### config.mk
export PLATFORM = sky130hd
export DESIGN_NAME = partition_allocator_fit_flat
export DESIGN_NICKNAME = d
export VERILOG_FILES = /design/src/design/pafit_pkg.sv /design/src/design/alloc_req_if.sv /design/src/design/alloc_rsp_if.sv /design/src/design/alloc_cfg_if.sv /design/src/design/pafit_mem.sv /design/src/design/partition_allocator_fit.sv /design/src/flat_wrapper.sv
export SDC_FILE = /design/constraint.sdc
export NUM_CORES = 2
export LEC_CHECK = 0
export BUFFER_PORTS_ARGS = -buffer_cell sky130_fd_sc_hd__buf_4
export CAP_MARGIN = 10
export CORE_ASPECT_RATIO = 1.1
export CORE_MARGIN = 2
export CORE_UTILIZATION = 45
export CTS_CLUSTER_DIAMETER = 80
export CTS_CLUSTER_SIZE = 25
export DETAILED_ROUTE_END_ITERATION = 12
export GPL_TIMING_DRIVEN = 0
export MAX_ROUTING_LAYER = met4
export PLACE_DENSITY_LB_ADDON = 0.12
export SYNTH_ARGS = -nofsm -noshare
export SYNTH_HDL_FRONTEND = slang
export SYNTH_SLANG_ARGS = --single-unit
export TNS_END_PERCENT = 10
### constraint.sdc
create_clock -name clk -period 14.7 [get_ports clk]
set_input_delay 1.47 -clock clk [delete_from_list [all_inputs] [get_ports clk]]
set_output_delay 1.47 -clock clk [all_outputs]
set_load 0.1 [all_outputs]
### src/design/pafit_pkg.sv
`timescale 1ns / 1ps
// ----------------------------------------------------------------------------
// pafit_pkg
// shared types, codes and constants of the partition allocator
// ----------------------------------------------------------------------------
package pafit_pkg;

  localparam int MAX_PARTS_DEF = 32;
  localparam int BASE_W        = 20;
  localparam int BYTES_W       = 21;
  localparam int OWNER_W       = 16;
  localparam int CFG_IDX_W     = 2;
  localparam int CFG_DATA_W    = 21;

  localparam logic [BYTES_W-1:0] MEM_MAX   = 21'd1048576;
  localparam logic [BYTES_W-1:0] MEM_RESET = 21'd4096;

  typedef enum logic [1:0] {
    OP_ALLOC   = 2'd0,
    OP_RELEASE = 2'd1,
    OP_LOOKUP  = 2'd2,
    OP_NONE    = 2'd3
  } op_t;

  typedef enum logic [1:0] {
    ST_OK      = 2'd0,
    ST_NOFIT   = 2'd1,
    ST_FULL    = 2'd2,
    ST_NOOWNER = 2'd3
  } status_t;

  typedef enum logic [1:0] {
    FIT_FIRST = 2'd0,
    FIT_BEST  = 2'd1,
    FIT_WORST = 2'd2,
    FIT_SPARE = 2'd3
  } policy_t;

  typedef enum logic [CFG_IDX_W-1:0] {
    REG_FIT_POLICY = 2'd0,
    REG_MEM_SIZE   = 2'd1,
    REG_SPARE2     = 2'd2,
    REG_SPARE3     = 2'd3
  } reg_idx_t;

  typedef enum logic [3:0] {
    S_INIT,
    S_IDLE,
    S_SCAN,
    S_DEC,
    S_NXT,
    S_MERGE,
    S_SHIFT,
    S_TAIL,
    S_SPLIT,
    S_OWN,
    S_RESP
  } state_t;

  typedef struct packed {
    logic [BASE_W-1:0]  base;
    logic [BYTES_W-1:0] bytes;
    logic               used;
    logic [OWNER_W-1:0] owner;
  } entry_t;

endpackage

### src/design/alloc_req_if.sv
`timescale 1ns / 1ps
// ----------------------------------------------------------------------------
// alloc_req_if
// request channel: operation, owner and size
// ----------------------------------------------------------------------------
interface alloc_req_if;
  logic        valid;
  logic        ready;
  logic [1:0]  operation;
  logic [15:0] owner_id;
  logic [20:0] request_size;

  modport source (output valid, operation, owner_id, request_size, input ready);
  modport sink (input valid, operation, owner_id, request_size, output ready);
endinterface

### src/design/alloc_rsp_if.sv
`timescale 1ns / 1ps
// ----------------------------------------------------------------------------
// alloc_rsp_if
// result channel: status and the affected partition
// ----------------------------------------------------------------------------
interface alloc_rsp_if;
  logic        valid;
  logic        ready;
  logic [1:0]  status;
  logic [19:0] part_base;
  logic [19:0] part_limit;
  logic [20:0] part_bytes;

  modport source (output valid, status, part_base, part_limit, part_bytes, input ready);
  modport sink (input valid, status, part_base, part_limit, part_bytes, output ready);
endinterface

### src/design/alloc_cfg_if.sv
`timescale 1ns / 1ps
// ----------------------------------------------------------------------------
// alloc_cfg_if
// register write channel
// ----------------------------------------------------------------------------
interface alloc_cfg_if;
  logic        valid;
  logic        ready;
  logic [1:0]  index;
  logic [20:0] data;

  modport source (output valid, index, data, input ready);
  modport sink (input valid, index, data, output ready);
endinterface

### src/design/pafit_mem.sv
`timescale 1ns / 1ps
// ----------------------------------------------------------------------------
// pafit_mem
// partition table memory, one write and one registered read per cycle
// ----------------------------------------------------------------------------
module pafit_mem #(
  parameter int DEPTH = pafit_pkg::MAX_PARTS_DEF,
  parameter int AW    = 5
) (
  input  logic              clk,
  input  logic              rd_en,
  input  logic [AW-1:0]     rd_addr,
  output pafit_pkg::entry_t rd_data,
  input  logic              wr_en,
  input  logic [AW-1:0]     wr_addr,
  input  pafit_pkg::entry_t wr_data
);
  import pafit_pkg::*;

  entry_t mem [DEPTH];

  always_ff @(posedge clk) begin
    if (wr_en) begin
      mem[wr_addr] <= wr_data;
    end
  end

  always_ff @(posedge clk) begin
    if (rd_en) begin
      rd_data <= mem[rd_addr];
    end
  end
endmodule

### src/design/partition_allocator_fit.sv
`timescale 1ns / 1ps
// ----------------------------------------------------------------------------
// partition_allocator_fit
// dynamic partition allocator with first, best and worst fit and coalescing
// ----------------------------------------------------------------------------
// usage
//   req : operation, owner_id, request_size; taken when valid and ready
//   rsp : status, part_base, part_limit, part_bytes; one result per request
//   cfg : index 0 fit_policy, index 1 mem_size; write only while idle.
//         a mem_size write drops every allocation and rebuilds the table
// timing
//   the table lives in one memory with a registered read; a request scans
//   it one entry per cycle, then an insert or removal moves one entry per
//   cycle behind the split or merge point, plus bookkeeping states; an
//   unknown operation or a zero-size allocation goes straight to the
//   result.
//   one request is worked on at a time
// reset
//   synchronous; the init state after reset writes entry 0 as a single free
//   partition of mem_size bytes, then req is taken
// stall
//   the result waits in an output register; the next request may be taken
//   and scanned, and only its hand-over waits for rsp.ready
// ----------------------------------------------------------------------------
module partition_allocator_fit #(
  parameter int MAX_PARTS = pafit_pkg::MAX_PARTS_DEF
) (
  input logic clk,
  input logic rst,
  alloc_req_if.sink   req,
  alloc_rsp_if.source rsp,
  alloc_cfg_if.sink   cfg
);
  import pafit_pkg::*;

  localparam int IW = (MAX_PARTS > 1) ? $clog2(MAX_PARTS) : 1;
  localparam int CW = $clog2(MAX_PARTS + 1);
  localparam logic [CW-1:0] MAXC = CW'(MAX_PARTS);

  // control state
  state_t state, state_next;
  logic [1:0]         policy;
  logic [BYTES_W-1:0] msize;
  logic [CW-1:0]      count;

  // request held for the whole operation
  op_t                op_r;
  logic [OWNER_W-1:0] id_r;
  logic [BYTES_W-1:0] size_r;

  // scan bookkeeping
  logic [IW-1:0] chk;
  logic          have;
  entry_t        pick;       // chosen free entry, or the owner's entry
  logic [IW-1:0] pick_idx;
  entry_t        prev_e;     // entry just before the one being checked
  entry_t        prev_keep;  // left neighbour of the owner's entry
  logic          nf;         // right neighbour is free
  logic [BYTES_W-1:0] nbytes;

  // table shift
  logic [IW-1:0] sh_idx, sh_end, sh_wa;
  logic          sh_up, sh_val;
  logic [1:0]    sh_amt;

  // result
  status_t            res_status;
  logic [BASE_W-1:0]  res_base;
  logic [BYTES_W-1:0] res_bytes;

  // memory port
  logic          rd_en, wr_en;
  logic [IW-1:0] rd_addr, wr_addr;
  entry_t        rd_data, wr_data;

  pafit_mem #(.DEPTH(MAX_PARTS), .AW(IW)) u_mem (
    .clk     (clk),
    .rd_en   (rd_en),
    .rd_addr (rd_addr),
    .rd_data (rd_data),
    .wr_en   (wr_en),
    .wr_addr (wr_addr),
    .wr_data (wr_data)
  );

  logic req_acc, cfg_acc, out_free;
  assign cfg.ready = 1'b1;
  assign cfg_acc   = cfg.valid;
  assign req.ready = (state == S_IDLE) && !cfg.valid;
  assign req_acc   = req.valid && req.ready;
  assign out_free  = !rsp.valid || rsp.ready;

  // scan decisions on the entry that has just come out of the memory
  logic last, hit, take, match, pol_first, stop;
  always_comb begin
    pol_first = (policy != FIT_BEST) && (policy != FIT_WORST);
    last  = (CW'(chk) == count - CW'(1));
    hit   = !rd_data.used && (rd_data.bytes >= size_r);
    take  = hit && (!have ||
             ((policy == FIT_BEST)  && (rd_data.bytes < pick.bytes)) ||
             ((policy == FIT_WORST) && (rd_data.bytes > pick.bytes)));
    match = rd_data.used && (rd_data.owner == id_r);
    if (op_r == OP_ALLOC) begin
      stop = last || (hit && !have && pol_first);
    end else begin
      stop = last || match;
    end
  end

  // release merge arithmetic
  logic               pf;
  logic [BYTES_W-1:0] mbytes;
  logic [BASE_W-1:0]  mbase;
  logic [IW-1:0]      widx;
  logic [1:0]         rmv;
  logic [CW-1:0]      sh_start;
  logic               need_dn;
  always_comb begin
    pf       = (pick_idx != '0) && !prev_keep.used;
    mbytes   = pick.bytes + (nf ? nbytes : '0) + (pf ? prev_keep.bytes : '0);
    mbase    = pf ? prev_keep.base : pick.base;
    widx     = pf ? IW'(pick_idx - 1'b1) : pick_idx;
    rmv      = {1'b0, nf} + {1'b0, pf};
    sh_start = CW'(pick_idx) + CW'(1) + CW'(nf);
    need_dn  = (rmv != 2'd0) && (sh_start < count);
  end

  // next state
  always_comb begin
    state_next = state;
    unique case (state)
      S_INIT: state_next = S_IDLE;
      S_IDLE: begin
        if (req_acc) begin
          if ((op_t'(req.operation) == OP_NONE) ||
              ((op_t'(req.operation) == OP_ALLOC) && (req.request_size == '0))) begin
            state_next = S_RESP;
          end else begin
            state_next = S_SCAN;
          end
        end
      end
      S_SCAN: if (stop) state_next = S_DEC;
      S_DEC: begin
        priority case (op_r)
          OP_ALLOC: begin
            if (!have || pick.bytes == size_r) begin
              state_next = S_RESP;
            end else if (count >= MAXC) begin
              state_next = S_RESP;
            end else if (CW'(pick_idx) == count - CW'(1)) begin
              state_next = S_SPLIT;
            end else begin
              state_next = S_SHIFT;
            end
          end
          OP_RELEASE: begin
            if (!have) begin
              state_next = S_RESP;
            end else if (CW'(pick_idx) + CW'(1) == count) begin
              state_next = S_MERGE;
            end else begin
              state_next = S_NXT;
            end
          end
          default: state_next = S_RESP;
        endcase
      end
      S_NXT:   state_next = S_MERGE;
      S_MERGE: state_next = need_dn ? S_SHIFT : S_RESP;
      S_SHIFT: if (sh_idx == sh_end) state_next = S_TAIL;
      S_TAIL:  state_next = sh_up ? S_SPLIT : S_RESP;
      S_SPLIT: state_next = S_OWN;
      S_OWN:   state_next = S_RESP;
      S_RESP:  if (out_free) state_next = S_IDLE;
      default: state_next = S_INIT;
    endcase
    if (cfg_acc && (reg_idx_t'(cfg.index) == REG_MEM_SIZE)) begin
      state_next = S_INIT;
    end
  end

  // memory accesses
  always_comb begin
    rd_en   = 1'b0;
    rd_addr = '0;
    wr_en   = 1'b0;
    wr_addr = '0;
    wr_data = '0;
    unique case (state)
      S_INIT: begin
        wr_en         = 1'b1;
        wr_data.bytes = msize;
      end
      S_IDLE: begin
        rd_en = req_acc;
      end
      S_SCAN: begin
        rd_en   = 1'b1;
        rd_addr = IW'(chk + 1'b1);
      end
      S_DEC: begin
        rd_en   = 1'b1;
        rd_addr = IW'(pick_idx + 1'b1);
        if ((op_r == OP_ALLOC) && have && (pick.bytes == size_r)) begin
          wr_en   = 1'b1;
          wr_addr = pick_idx;
          wr_data = '{base: pick.base, bytes: size_r, used: 1'b1, owner: id_r};
        end
      end
      S_MERGE: begin
        wr_en   = 1'b1;
        wr_addr = widx;
        wr_data = '{base: mbase, bytes: mbytes, used: 1'b0, owner: '0};
      end
      S_SHIFT: begin
        rd_en   = 1'b1;
        rd_addr = sh_idx;
        wr_en   = sh_val;
        wr_addr = sh_wa;
        wr_data = rd_data;
      end
      S_TAIL: begin
        wr_en   = 1'b1;
        wr_addr = sh_wa;
        wr_data = rd_data;
      end
      S_SPLIT: begin
        wr_en   = 1'b1;
        wr_addr = IW'(pick_idx + 1'b1);
        wr_data = '{base: BASE_W'({1'b0, pick.base} + size_r),
                    bytes: pick.bytes - size_r, used: 1'b0, owner: '0};
      end
      S_OWN: begin
        wr_en   = 1'b1;
        wr_addr = pick_idx;
        wr_data = '{base: pick.base, bytes: size_r, used: 1'b1, owner: id_r};
      end
      default: ;
    endcase
  end

  // control registers
  always_ff @(posedge clk) begin
    if (rst) begin
      state  <= S_INIT;
      policy <= FIT_FIRST;
      msize  <= MEM_RESET;
      count  <= CW'(1);
      sh_val <= 1'b0;
      rsp.valid <= 1'b0;
    end else begin
      state <= state_next;
      if (cfg_acc) begin
        unique case (reg_idx_t'(cfg.index))
          REG_FIT_POLICY: policy <= cfg.data[1:0];
          REG_MEM_SIZE: begin
            if (cfg.data == '0) begin
              msize <= BYTES_W'(1);
            end else if (cfg.data > MEM_MAX) begin
              msize <= MEM_MAX;
            end else begin
              msize <= cfg.data;
            end
          end
          default: ;
        endcase
      end
      if (state == S_INIT) count <= CW'(1);
      if (state == S_SPLIT) count <= count + CW'(1);
      if (state == S_MERGE) count <= count - CW'(rmv);
      if (state == S_SHIFT) sh_val <= 1'b1;
      if (state == S_TAIL) sh_val <= 1'b0;
      if ((state == S_RESP) && out_free) begin
        rsp.valid <= 1'b1;
      end else if (rsp.valid && rsp.ready) begin
        rsp.valid <= 1'b0;
      end
    end
  end

  // datapath registers
  always_ff @(posedge clk) begin
    unique case (state)
      S_IDLE: begin
        if (req_acc) begin
          op_r   <= op_t'(req.operation);
          id_r   <= req.owner_id;
          size_r <= req.request_size;
          chk    <= '0;
          have   <= 1'b0;
          res_status <= (op_t'(req.operation) == OP_ALLOC) ? ST_NOFIT : ST_NOOWNER;
        end
      end
      S_SCAN: begin
        chk    <= IW'(chk + 1'b1);
        prev_e <= rd_data;
        if (op_r == OP_ALLOC) begin
          if (take) begin
            have     <= 1'b1;
            pick     <= rd_data;
            pick_idx <= chk;
          end
        end else if (match && !have) begin
          have      <= 1'b1;
          pick      <= rd_data;
          pick_idx  <= chk;
          prev_keep <= prev_e;
        end
      end
      S_DEC: begin
        nf <= 1'b0;
        res_base  <= pick.base;
        res_bytes <= (op_r == OP_ALLOC) ? size_r : pick.bytes;
        if (!have) begin
          res_status <= (op_r == OP_ALLOC) ? ST_NOFIT : ST_NOOWNER;
        end else if ((op_r == OP_ALLOC) && (pick.bytes != size_r) && (count >= MAXC)) begin
          res_status <= ST_FULL;
        end else begin
          res_status <= ST_OK;
        end
        // insert: move entries count-1 down to pick+1 up by one
        sh_up  <= 1'b1;
        sh_amt <= 2'd1;
        sh_idx <= IW'(count - CW'(1));
        sh_end <= IW'(pick_idx + 1'b1);
      end
      S_NXT: begin
        nf     <= !rd_data.used;
        nbytes <= rd_data.bytes;
      end
      S_MERGE: begin
        res_base  <= mbase;
        res_bytes <= mbytes;
        // removal: move entries behind the merged ones down
        sh_up  <= 1'b0;
        sh_amt <= rmv;
        sh_idx <= IW'(sh_start);
        sh_end <= IW'(count - CW'(1));
      end
      S_SHIFT: begin
        sh_wa  <= sh_up ? IW'(sh_idx + 1'b1) : IW'(sh_idx - sh_amt);
        sh_idx <= sh_up ? IW'(sh_idx - 1'b1) : IW'(sh_idx + 1'b1);
      end
      S_RESP: begin
        if (out_free) begin
          rsp.status <= res_status;
          if (res_status == ST_OK) begin
            rsp.part_base  <= res_base;
            rsp.part_limit <= BASE_W'({1'b0, res_base} + res_bytes - BYTES_W'(1));
            rsp.part_bytes <= res_bytes;
          end else begin
            rsp.part_base  <= '0;
            rsp.part_limit <= '0;
            rsp.part_bytes <= '0;
          end
        end
      end
      default: ;
    endcase
  end

  // table never empty and never beyond its depth
  a_count_range: assert property (@(posedge clk) disable iff (rst)
    (count >= CW'(1)) && (count <= MAXC))
    else $error("partition count out of range");

  // a chosen partition is free and large enough
  a_pick_fits: assert property (@(posedge clk) disable iff (rst)
    ((state == S_DEC) && (op_r == OP_ALLOC) && have) |->
      (!pick.used && (pick.bytes >= size_r)))
    else $error("allocation picked an unusable partition");

  // an insert never writes further than one entry past the current end of the table
  a_shift_bound: assert property (@(posedge clk) disable iff (rst)
    ((state == S_SHIFT) && sh_val && sh_up) |-> (CW'(sh_wa) <= count))
    else $error("table shift out of bounds");

  // a taken request always leaves idle
  a_leave_idle: assert property (@(posedge clk) disable iff (rst)
    req_acc |=> (state != S_IDLE))
    else $error("request taken but not worked on");
endmodule
### src/flat_wrapper.sv
// flat-port wrapper written by rule: the top's interface ports become plain ports
module partition_allocator_fit_flat import pafit_pkg::*;
#(
  parameter int MAX_PARTS = pafit_pkg::MAX_PARTS_DEF
)
  (clk, rst, req_valid, req_operation, req_owner_id, req_request_size, req_ready, rsp_valid, rsp_status, rsp_part_base, rsp_part_limit, rsp_part_bytes, rsp_ready, cfg_valid, cfg_index, cfg_data, cfg_ready);
  alloc_req_if req_i ();
  alloc_rsp_if rsp_i ();
  alloc_cfg_if cfg_i ();
  input logic clk;
  input logic rst;
  input wire logic [$bits(req_i.valid)-1:0] req_valid;
  input wire logic [$bits(req_i.operation)-1:0] req_operation;
  input wire logic [$bits(req_i.owner_id)-1:0] req_owner_id;
  input wire logic [$bits(req_i.request_size)-1:0] req_request_size;
  output wire logic [$bits(req_i.ready)-1:0] req_ready;
  output wire logic [$bits(rsp_i.valid)-1:0] rsp_valid;
  output wire logic [$bits(rsp_i.status)-1:0] rsp_status;
  output wire logic [$bits(rsp_i.part_base)-1:0] rsp_part_base;
  output wire logic [$bits(rsp_i.part_limit)-1:0] rsp_part_limit;
  output wire logic [$bits(rsp_i.part_bytes)-1:0] rsp_part_bytes;
  input wire logic [$bits(rsp_i.ready)-1:0] rsp_ready;
  input wire logic [$bits(cfg_i.valid)-1:0] cfg_valid;
  input wire logic [$bits(cfg_i.index)-1:0] cfg_index;
  input wire logic [$bits(cfg_i.data)-1:0] cfg_data;
  output wire logic [$bits(cfg_i.ready)-1:0] cfg_ready;
  assign req_i.valid = req_valid;
  assign req_i.operation = req_operation;
  assign req_i.owner_id = req_owner_id;
  assign req_i.request_size = req_request_size;
  assign req_ready = req_i.ready;
  assign rsp_valid = rsp_i.valid;
  assign rsp_status = rsp_i.status;
  assign rsp_part_base = rsp_i.part_base;
  assign rsp_part_limit = rsp_i.part_limit;
  assign rsp_part_bytes = rsp_i.part_bytes;
  assign rsp_i.ready = rsp_ready;
  assign cfg_i.valid = cfg_valid;
  assign cfg_i.index = cfg_index;
  assign cfg_i.data = cfg_data;
  assign cfg_ready = cfg_i.ready;
  partition_allocator_fit #(.MAX_PARTS(MAX_PARTS)) u_core (.clk(clk), .rst(rst), .req(req_i), .rsp(rsp_i), .cfg(cfg_i));
endmodule
## Word level (Yosys, flattened, before mapping)

Memories as Yosys holds them, arrays and structs flattened. A register that Yosys moved wholly into a read port is not among the register bits.
Index checks and enable logic that the tools add are counted.

| storage, ports and cells | value |
|---|---|
| output and inout port bits | 66 |
| latch bits | 0 |
| RAM bits | 1,856 |
| memories kept | 1 |
| bits in read-only memories | 0 |
| register bits | 356 |

Memories:

| memory | words | width | read ports | clocked after memory_dff | write ports | RTL line | source |
|---|---|---|---|---|---|---|---|
| u_core.u_mem.mem | 32 | 58 | 1 | 1 | 1 | pafit_mem.sv:20 | `entry_t mem [DEPTH];` |

| operators by class | value |
|---|---|
| reductions and logical operators | 65 |
| mux-type cells | 67 |
| $mul | 0 |
| bitwise operators | 1 |
| shift operators | 0 |
| equal/unequal tests | 31 |
| add/sub/neg operators | 18 |
| divide/modulo/power cells | 0 |
| magnitude comparators | 6 |

Operators by type and width:

| kind | count |
|---|---|
| $mux 58 | 4 |
| $pmux 21 s6 | 1 |
| $mux 21 | 5 |
| $pmux 20 s5 | 1 |
| $pmux 17 s3 | 1 |
| $pmux 4 s11 | 1 |
| $add 21x21->21 | 2 |
| $logic_not 21->1 | 2 |
| $pmux 21 s2 | 1 |
| $add 20x20->20 | 2 |
| $mux 4 | 10 |
| $mux 5 | 8 |
| $pmux 20 s2 | 1 |
| $pmux 5 s3 | 2 |
| $pmux 5 s5 | 1 |
| $eq 21x21->1 | 1 |
| $ge 21x21->1 | 1 |
| $gt 21x21->1 | 1 |
| $gt 21x21->1 const B | 1 |
| $logic_and 1x1->1 | 21 |
| $lt 21x21->1 | 1 |
| $ne 21x21->1 | 1 |
| $sub 21x21->21 | 1 |
| $mux 20 | 1 |
| other kinds (48) | 117 |

## Depth between registers and ports, before layout

| logic depth | value |
|---|---|
| depth after elaboration | 8 |
| gate-level depth with buffers | 18 |

## Hierarchy

Synthesis repeated with hierarchy kept, for this count alone.

| second synthesis, totals | value |
|---|---|
| cells, all modules | 5,934 |
| area, all modules | 94,531.9 um2 |

By module, submodules not included:

| module | instances | cells each | area an instance (um2) |
|---|---|---|---|
| pafit_mem | 1 | 4,055 | 73,782.0 |
| partition_allocator_fit | 1 | 1,879 | 20,749.9 |

## Worst setup path before layout

No wires, ideal clock.

| timing | value |
|---|---|
| path kind | reg-to-reg |
| from | register u_core.size_r[10] |
| to | memory u_core.u_mem.mem[21][0] (netlist name), enable pin |
| slack | 7.822 ns |
| library setup time | 0.545 ns |
| cell stages (with the launch flop) | 11 |
| arrival time | 6.333 ns |
| cell sequence | edfxtp_1 inv_1 ha_1 and4_1 and2_1 nand4_1 o211ai_1 a221oi_1 or3b_1 clkbuf_1 nor3_1 |

| on the way | value |
|---|---|
| word-level cells in the longest chain between the ends | 6 |
| elaborated cells between the ends (all ways) | 8 |
| classes of those cells | 1 x eq/ne; 6 x mux; 1 x reduce/logical |

Ends and longest elaborated chain:

| what | RTL line | source |
|---|---|---|
| start, declared | partition_allocator_fit.sv:49 | `logic [BYTES_W-1:0] size_r;` |
| start signal, assigned | partition_allocator_fit.sv:289 | `size_r <= req.request_size;` |
| $eq 21x21->1 * | partition_allocator_fit.sv:205 | `if ((op_r == OP_ALLOC) && have && (pick.bytes == size_r)) begin` |
| $logic_and 1x1->1 * | partition_allocator_fit.sv:205 |  |
| $mux 1 | partition_allocator_fit.sv:205 |  |
| $pmux 1 s3 | partition_allocator_fit.sv:190 | `unique case (state)` |
| $mux 1 | pafit_mem.sv:23 | `if (wr_en) begin` |
| $mux 1 (not written as such) | pafit_mem.sv:24 | `mem[wr_addr] <= wr_data;` |
| end, declared | pafit_mem.sv:20 |  |

Every way passes the cells marked *; elsewhere a longest branch is shown, timed or not.

==> results_dict.tcl <==
set metrics [dict create \
    fin_crit_ns 6.60 \
    grt_overflow 0 \
    fillers 18050 \
    cts.sink_count 2270 \
    cts_made_buffers 119 \
    drt_iter0_drc 6326 \
    crit_required_ns 15.25 \
    clk_pin_slew_ns 0.10 \
    synth_top_family_by_area "compound AO/OA/AOI/OAI gates" \
    syn-num-nets 7050 \
    finalPower_uw 18200 \
    min_path_type "reg2reg" \
    nets 7469 \
    final_max_slew_viol_count 0 \
    hold_path_depth 0 \
    slew_headroom_pct 3.52 \
    root_buffer "clkbuf_16" \
    via_per_inst 5.98 \
    fp.dieArea_mm2 0.219 \
    p_sw_uw 6950 \
    ctsResizeCount 0 \
    slowest_stage "a311oi_1" \
    startpoint_type "flop" \
    place_hpwl_um 227000 \
    area_growth_pct 11.9 \
    htree_num_levels 3 \
    clock_skew_ns 0.0409 \
    die_h_um 490 \
    antenna_found_initial 15 \
    cap_viol_max_count 0 \
    status "completed" \
    synth-seq-cells 2270 \
    pwr-share-comb_pct 34.6 \
    route.final.wire_length_um 307000 \
    synth_common_cells "edfxtp_1 (2235), a211oi_1 (885), nand2_1 (670)" \
    cp_slowest_stage_delay_ns 0.61 \
    synth_largest_area_cell "edfxtp_1" \
    insertion_delay_ns 0.83 \
    seq_area_frac_synth_pct 70.2 \
    cts_tree "built" \
    end_kind "flop" \
    ys_warn_count 0 \
    synthMuxAreaShare_pct 2.76 \
    synth-compound-area-share_pct 12.8 \
    gp_congestion 0.930 \
    yosys.area_share.simple_pct 7.78 \
    synth_xor_area_share_pct 0.961 \
    setup_viol 0 \
    arrival_ns 7.15 \
    grt_usage_pct 28.4 \
    yosysMostFrequentCell "edfxtp_1" \
    synth_cell_type_count 82 \
    cp_max_fo 26 \
    dp_slack_ns 7.49 \
    power.internal_uw 11300 \
    path_cells "inv_1 -> ha_1 -> a21oi_2 -> clkbuf_1 -> nand2_1 -> fa_1 -> inv_1 -> fa_1 -> a21o_1 -> a21oi_1 -> nor2b_1 -> o221ai_1 -> o31ai_1 -> a311oi_1 -> mux2i_1 -> nand3_1 -> buf_8" \
    power_frac_seq_pct 43.7 \
    portBuffers 130 \
    crit_family "compound AO/OA/AOI/OAI gates" \
    critical_path_buf_inv_count 4 \
    std_cell_rows 178 \
    vias 60415 \
    path_depth 17 \
    power_switching_share_pct 38.1 \
    syn_area_mm2 0.0966 \
    wl_per_cell_um 30.3 \
    layout-drive-gt1-share_pct 10.2 \
    boundaryPins 133 \
    syn_avg_cell_area_um2 14.2 \
    grt_pass1_vias 59631 \
    fin_crit_sh_pct 44.9 \
    cts_buffer_depth 3 \
    p_leak_uw 0.0370 \
    cts_hold_buf 0 \
    setup_slack_ns 8.10 \
    synth_top_area_share_pct 69.4 \
    clockPowerShare_pct 21.7 \
    grt_first_pass_wirelength_um 431000 \
    ys.flop_type "edfxtp_1" \
    die_x_um 446 \
    dr.pass1.iters 7 \
    initial_utilization_pct 45.3 \
    postRouteAntennaNets 0 \
    ys_top_cells_by_area "edfxtp_1 (69%), a211oi_1 (6.9%), nor2b_1 (3.1%)" \
    rsz0062_at_grt "false" \
    grt_max_degree 46 \
    synthAdderAreaFrac_pct 2.61 \
    max-vdd-ir-drop_mv 0.112 \
    fmax_ghz 0.152 \
    synth_edf_count 2235 \
    instances_no_fill 10106 \
    r2r.worst_path.cells 17 \
    p_per_area_mw_per_mm2 169 \
    async_flop_share_pct 0 \
    rrSetupSlack_ns 8.10 \
    core_area_mm2 0.214 \
    drc_errors 0 \
    place_inst 9875 \
    final-hold-violation-count 0 \
    synth_cells 6797 \
    cts_setup_buffers 0 \
    final.setup.tns_ns 0 \
    tightest_slew_ns 1.43 \
    crit_type "reg2reg" \
]
==> layout make-up <==
cell class | instances | area, um2 | share of cell area (%)
repair buffers | 298 | 3570 | 3.30
diodes | 14 | 35.0 | 0.0324
multi-input cells | 3885 | 26400 | 24.4
inverters | 192 | 721 | 0.667
plain buffers | 450 | 2090 | 1.93
flip-flops and latches | 2270 | 67800 | 62.7
clock buffers | 131 | 3040 | 2.82
well taps | 2790 | 3490 | 3.23
clock inverters | 76 | 918 | 0.850
==> layer usage <==
layer	GRT usage, %	routed length [um]	share of wire [%]
met5	-	0	0
met3	3.64	19400	6.3
met4	11.2	13600	4.4
met2	47.4	153000	50
met1	35.2	121000	39
==> registers in the layout, indices dropped and copies added (netlist names), 5 cells and up <==
register and count:
u_core.u_mem.rd_data 58, u_core.sh_end 5, u_core.size_r 21, u_core.rsp.part_bytes 21, u_core.rsp.part_base 20, u_core.count 6, u_core.res_base 20, u_core.nbytes 21
u_core.rsp.part_limit 20, u_core.prev_keep 42, u_core.msize 21, u_core.u_mem.mem 1856, u_core.id_r 16, u_core.prev_e 42, u_core.pick_idx 5, u_core.pick 41
u_core.res_bytes 21, u_core.chk 5, u_core.sh_idx 5, u_core.sh_wa 5
==> cells in the final DEF, fill, tap and decap left out, types with 13 or more instances in the layout <==
cell,netlist,final
a211oi_1,885,885
a21o_1,103,103
a21oi_1,258,257
a222oi_1,28,28
a22o_1,35,35
a31oi_1,251,251
and2_1,17,17
buf_1,16,16
buf_12,0,65
buf_2,119,119
buf_4,21,189
buf_6,21,49
buf_8,0,26
clkbuf_1,273,271
clkbuf_16,0,121
clkbuf_2,0,13
dfxtp_1,35,35
diode_2,0,14
edfxtp_1,2235,2235
fa_1,26,26
ha_1,160,160
inv_1,189,187
mux2i_1,263,263
nand2_1,670,668
nand2b_1,17,17
nand3_1,38,36
nand4_1,23,23
nor2_1,176,147
nor2_4,0,29
nor2b_1,479,479
nor3_1,44,40
nor4_1,24,21
o211ai_1,20,20
o21a_1,13,13
o21ai_0,93,82
xnor2_1,66,66
xor2_1,40,40
==> per-stage QoR <==
| stage | util [%] | cell area [um2] | hold WS (ns) |
|---|---|---|---|
| floorplan | - | 96600 | 0.400 |
| global placement | 47.3 | 101000 | 0.400 |
| detailed placement | 48.7 | 104000 | 0.405 |
| CTS | 50.5 | 108000 | 0.427 |
| global route | 50.6 | 108000 | 0.434 |
| finish | 50.6 | 108000 | 0.425 |
==> worst reg2reg max path, delay by kind of cell, from the launching register on <==
family	cells	cell delay (ns)
DFF	1	0.51
and+or+nand+nor	3	0.67
muxes	1	0.42
adders and majority gates	3	1.20
buffers and inverters	4	1.15
AOI/OAI and AO/OA	6	2.37
==> power by group through the flow <==
stage | Combinational [uW] | Clock [uW] | Sequential, uW
after detailed placement | 6250 | 0 | 8130
final | 6310 | 3960 | 7980
after global placement | 6020 | 0 | 8190
after floorplan | 3510 | 0 | 8070
after CTS | 6270 | 4000 | 7980
after global routing | 6700 | 4210 | 8010
==> logic make-up (layout without fill, tap and decap cells) <==
logic type      after synthesis  count (layout)
xor+xnor                    106             106
mux                         266             266
buf+inv                     642            1147
other cells                   1              15
compound gates             1780            1780
flops                      2270            2270
fa+ha+maj                   186             186
simple gates               1546            1546
==> final timing paths <==
kind | start | end
worst min register to register | u_core.prev_e[16] | u_core.prev_keep[16]
worst max-delay path | u_core.pick_idx[0] | u_core.u_mem.mem[16][36]
worst max register to register | u_core.pick_idx[0] | u_core.u_mem.mem[16][36]
worst min-delay path | u_core.prev_e[16] | u_core.prev_keep[16]
Power figures use the tool's default switching activity.
